$ cat src/rtl/core/lkr_min_tree.sv
// Registered minimum tree over the stamps of one history row.
// Depends on nothing; every level of the tree is registered.
module lkr_min_tree #(
  parameter int N = 8,
  parameter int W = 48
) (
  input  logic           clk,
  input  logic [N-1:0]   present,
  input  logic [N*W-1:0] stamps,
  output logic [W-1:0]   min_stamp
);
  localparam int LEVELS = (N > 1) ? $clog2(N) : 1;
  localparam int NP     = 1 << LEVELS;

  logic [W-1:0] leaf [NP];
  logic [W-1:0] node [LEVELS][NP/2];

  for (genvar i = 0; i < NP; i++) begin : g_leaf
    if (i < N) begin : g_real
      assign leaf[i] = present[i] ? stamps[i*W +: W] : '1;
    end else begin : g_pad
      assign leaf[i] = '1;
    end
  end

  always_ff @(posedge clk) begin
    for (int i = 0; i < NP/2; i++) begin
      node[0][i] <= (leaf[2*i] < leaf[2*i+1]) ? leaf[2*i] : leaf[2*i+1];
    end
    for (int l = 1; l < LEVELS; l++) begin
      for (int i = 0; i < (NP >> (l + 1)); i++) begin
        node[l][i] <= (node[l-1][2*i] < node[l-1][2*i+1]) ?
                      node[l-1][2*i] : node[l-1][2*i+1];
      end
    end
  end

  assign min_stamp = node[LEVELS-1][0];

endmodule

$ cat config.mk
export PLATFORM = sky130hd
export DESIGN_NAME = lkr_min_tree
export DESIGN_NICKNAME = d
export VERILOG_FILES = /design/src/rtl/core/lkr_min_tree.sv
export SDC_FILE = /design/constraint.sdc
export NUM_CORES = 1
export LEC_CHECK = 0
export ABC_AREA = 1
export ABC_CLOCK_PERIOD_IN_PS = 6200
export BUFFER_PORTS_ARGS = -buffer_cell sky130_fd_sc_hd__buf_4
export CORE_UTILIZATION = 61
export CTS_CLUSTER_SIZE = 16
export DETAILED_ROUTE_END_ITERATION = 8
export GPL_TIMING_DRIVEN = 0
export HOLD_SLACK_MARGIN = 0.06
export MAX_ROUTING_LAYER = met4
export PLACE_DENSITY = 0.94
export SLEW_MARGIN = 20
export SYNTH_ARGS = -nofsm -noshare
export SYNTH_HDL_FRONTEND = slang
export SYNTH_SLANG_ARGS = --single-unit
$ cat constraint.sdc
create_clock -name clk -period 6.2 [get_ports clk]
set_input_delay 1.24 -clock clk [delete_from_list [all_inputs] [get_ports clk]]
set_output_delay 1.24 -clock clk [all_outputs]
set_load 0.02 [all_outputs]
### Yosys cells after proc, flatten, opt, wreduce, memory -nomap -nowiden

Memory sizes are Yosys's and may differ from the RTL's.
Cells that the tools add are included.

* $lt $le $gt $ge: 7
* mux-type cells: 15

Operators by type and width (number)
* 2-to-1 mux 48 bit: 15
* < comparator 48 bit: 7

* register bits: 0
* memory bits (writable): 576
* input bits: 393
* output and inout bits: 48
* word-level logic and storage cells: 23
* memories kept: 1

Memories
* node: words 3, bits a word 192, read ports 3, clocked after memory_dff 0, write ports 3, line 16 `logic [W-1:0] node [LEVELS][NP/2];`

### Longest topological paths before layout

* word-level depth: 3
* gate-level depth with buffers: 19
* mapped depth without buffers: 15

### Worst setup path before layout

OpenSTA, ideal clock, no wires.

* path type: input to register
* start: input present[7]
* end: memory node[0][27] (netlist name)
* setup time: 112 ps
* arrival time: 3351 ps
* required time: 6088 ps
* slack: 2737 ps
* stages on the path: 16
* buffers on the path: 4
* cell sequence: inv_1 -> clkbuf_1 -> clkbuf_1 -> nor2_1 -> ha_1 -> nand2_1 -> nor2_1 -> nand4_1 -> nor2_2 -> inv_2 -> nor3_1 -> nand2_1 -> buf_2 -> buf_6 -> nand3_1 -> nand2_1

RTL lines
* start, declared: line 8 `input logic [N-1:0] present,`
* end, declared: line 16

==> impl_metrics.yaml <==
timing:
  max_slew_margin: 0.490
  final.setup.tns_ns: 0
  worstMarginPinSlew_ns: 0.764
  clock_skew_ns: 0.0136
  hold_viol: 0
  timing.final.crit_period_ns: 4.24
  timing.fmax_mhz: 236
  report.final.slew_viol_count: 0
  setup_violations: 0
  period_share: 0.683
  grt_setup_unrepaired: "false"
cts:
  cts-htree-levels: 2
  cts.repair_timing.setup_buffer_count: 0
  clock_latency_ns: 0.51
  ctsHoldBuffers: 0
  root_buffer_master: "clkbuf_16"
  clkSinkCount: 336
  clk_path_buf_depth: 3
  clkSlewWorstSetupHoldPaths_ns: 0.07
  ctsResizeCount: 0
  cts_buffers: 34
  tritoncts: "done"
logic_synthesis:
  synth.top_cells.by_count: "941 x nand2_1, 399 x inv_1, 368 x nand3_1"
  area_share_of_the_largest_cell_type_after_synthesis: 0.299
  synthesis.yosys.warnings: 0
  ys.flop_type: "dfxtp_1"
  ys_ff_latch: 336
  synthMostInstantiatedCell: "nand2_1"
  post_synth_num_cell_types: 29
  post_synth_instance_area_um2: 22500
  ys_async_sr_fraction: 0
  netlist_instances: 3298
  synth-edff-count: 0
  synthesis.nets: 4020
  post-synth-top-area-cell: "dfxtp_1"
  syn_area_per_cell_um2: 6.83
  synth.area.top_cells: "dfxtp_1 30%, ha_1 18%, nand2_1 16%, nand3_1 8.2%, inv_1 6.7%"
  seq_area_frac_synth: 0.299
critical_path:
  cp.arrival_ns: 4.68
  cell_class_contributing_the_biggest_share_of_worst_path_delay: "buffers and inverters"
  cpPeakStageDelay_ns: 0.59
  timing.critical_path.from_type: "input pin"
  crit_path_cell_trace: "buf_4, inv_1, clkbuf_1, buf_1, nor2_1, ha_1, nand2_1, nor4_1, nand2_1, nor3_1, nand2_1, nand2_1, buf_4, buf_6, nand2_1, nand2_1"
  cp-end-kind: "flop"
  critPathMostFrequentCell: "nand2_1"
  critPathRequiredTime_ns: 6.64
  slowest_stage: "buf_1"
  wp_buf_inv: 6
  crit_path_category: "in2reg"
  worst-path-max-fanout: 10
floorplan:
  die_width_um: 194
  overall_die_area_um2: 37700
  core_region_area_um2: 36400
  die_height_um: 194
  number_of_top_level_design_ports: 441
  placement_rows: 70
  initial_util: 0.618
cells_and_area:
  nets: 4496
  top_regs: "node (336)"
  largest_register_ffs: 336
  layout-drive-gt1-share: 0.215
  most_flops_register: "node"
  num-fill-cells: 2894
  area.growth.synth_to_final_pct: 22.5
  finish.instance_area_um2: 27600
worst_hold_path:
  min_path_type: "reg2reg"
global_route:
  grtUsageTotal: 0.346
  grt_use_met1: 0.420
  globalRoute.busiestLayer: "met2"
  grt_antenna_before_repair: 1
  grt_pass1_vias: 22100
  grt_max_degree: 17
  grt_pass1_wl_um: 103000
  met3_usage: 0.0372
  use_met2: 0.576
  grt.overflow.total: 0
route:
  wl_um: 64800
  dr.pass1.iters: 5
  post-route-drc-count: 0
  wire_per_inst_um: 15.2
  number_of_vias_per_cell_after_detailed_routing: 5.34
  drt_first_iter_violations: 1599
  drtAntennaViolNets: 0
  number_of_vias_in_the_routed_layout: 22800
power:
  powerDensity_nw_per_um2: 370
  power_leakage_nw: 15.5
  power.ir.vdd_worst_mv: 0.364
placed_design:
  detailedPlacementHpwl_um: 53100
  globalplace.congestion: 0.974
  placed_inst_area_um2: 26400
  port_buffers: 440
outcome:
  status: "complete, no violations"
run:
  max-cap-violations: 0
per-stage QoR:
step / util / cells / worst slack [ns] / hold slack [ns] / total power [mW]
after global routing: 0.757 / 4267 / 1.72 / 0.458 / 11.0
after detailed placement: 0.725 / 4206 / 1.55 / 0.431 / 8.01
after global placement: 0.725 / 4206 / 1.61 / 0.427 / 7.86
after CTS: 0.757 / 4266 / 2.05 / 0.440 / 10.2
final: 0.757 / 4267 / 1.96 / 0.439 / 10.2
after floorplan: - / 3298 / 2.74 / 0.419 / 6.49
metal layers:
layer	wire [um]	share of wire	up-vias
li1	-	-	11400
met4	3040	0.047	0
met3	4010	0.062	211
met2	30500	0.47	861
met5	0	0	-
met1	27300	0.42	10300
report_power, final:
group	internal (mW)	switching (mW)	leakage, nW
Clock	1.29	0.841	0.568
Combinational	1.95	2.73	12.1
Sequential	2.95	0.444	2.83
logic make-up (layout without fill, tap and decap cells):
kind of cell / count (synthesis) / in the layout / share of synthesized area
adder cells (fa/ha/maj): 329 / 329 / 0.183
AO/OA/AOI/OAI: 220 / 220 / 0.0520
buffers and inverters: 593 / 1093 / 0.116
AND/OR/NAND/NOR: 1820 / 1820 / 0.351
other: 0 / 1 / 0
flip-flops: 336 / 336 / 0.299
worst paths after layout:
| path | from | end | slack [ns] | depth (start not counted) |
|---|---|---|---|---|
| hold / removal | node[0][320]$_DFF_P_ | node[0][560]$_DFF_P_ | 0.44 | 2 |
| setup / recovery | present[3] | node[0][138]$_DFF_P_ | 1.96 | 16 |
| setup reg to reg | node[0][47]$_DFF_P_ | node[0][333]$_DFF_P_ | 3.68 | 13 |
| hold reg to reg | node[0][320]$_DFF_P_ | node[0][560]$_DFF_P_ | 0.44 | 2 |
worst register-to-register path: cells and delay by family, from the launching register on:
kind | cells | cell delay, ns
adder cells (fa/ha/maj) | 1 | 0.30
buffers and inverters | 4 | 0.55
flip-flops | 1 | 0.35
AND/OR/NAND/NOR | 8 | 1.21
cell type report:
class / count / area [um^2] / share of cell area
antenna: 1 / 2.50 / 0.0000907
clock inverter: 13 / 160 / 0.00580
tap: 468 / 586 / 0.0212
buffer: 193 / 1110 / 0.0401
inverter: 400 / 1500 / 0.0544
timing repair buffer: 440 / 3300 / 0.120
clock buffer: 47 / 1020 / 0.0371
sequential: 336 / 6730 / 0.244
multi-input combinational: 2369 / 13200 / 0.478
placed cells by master, fill, tap and decap left out, drive strengths merged, types with 7 or more instances in the layout:
cell and count:
o21a 11, nand4 27, clkbuf 111, or2 188, nor2 273, ha 329, inv 402, buf 569
nand2 942, a21oi 149, nand3 368, dfxtp 336, nor3 14, o21ai 46, a211oi 7
Note: power is estimated with default switching activity, not from simulation.
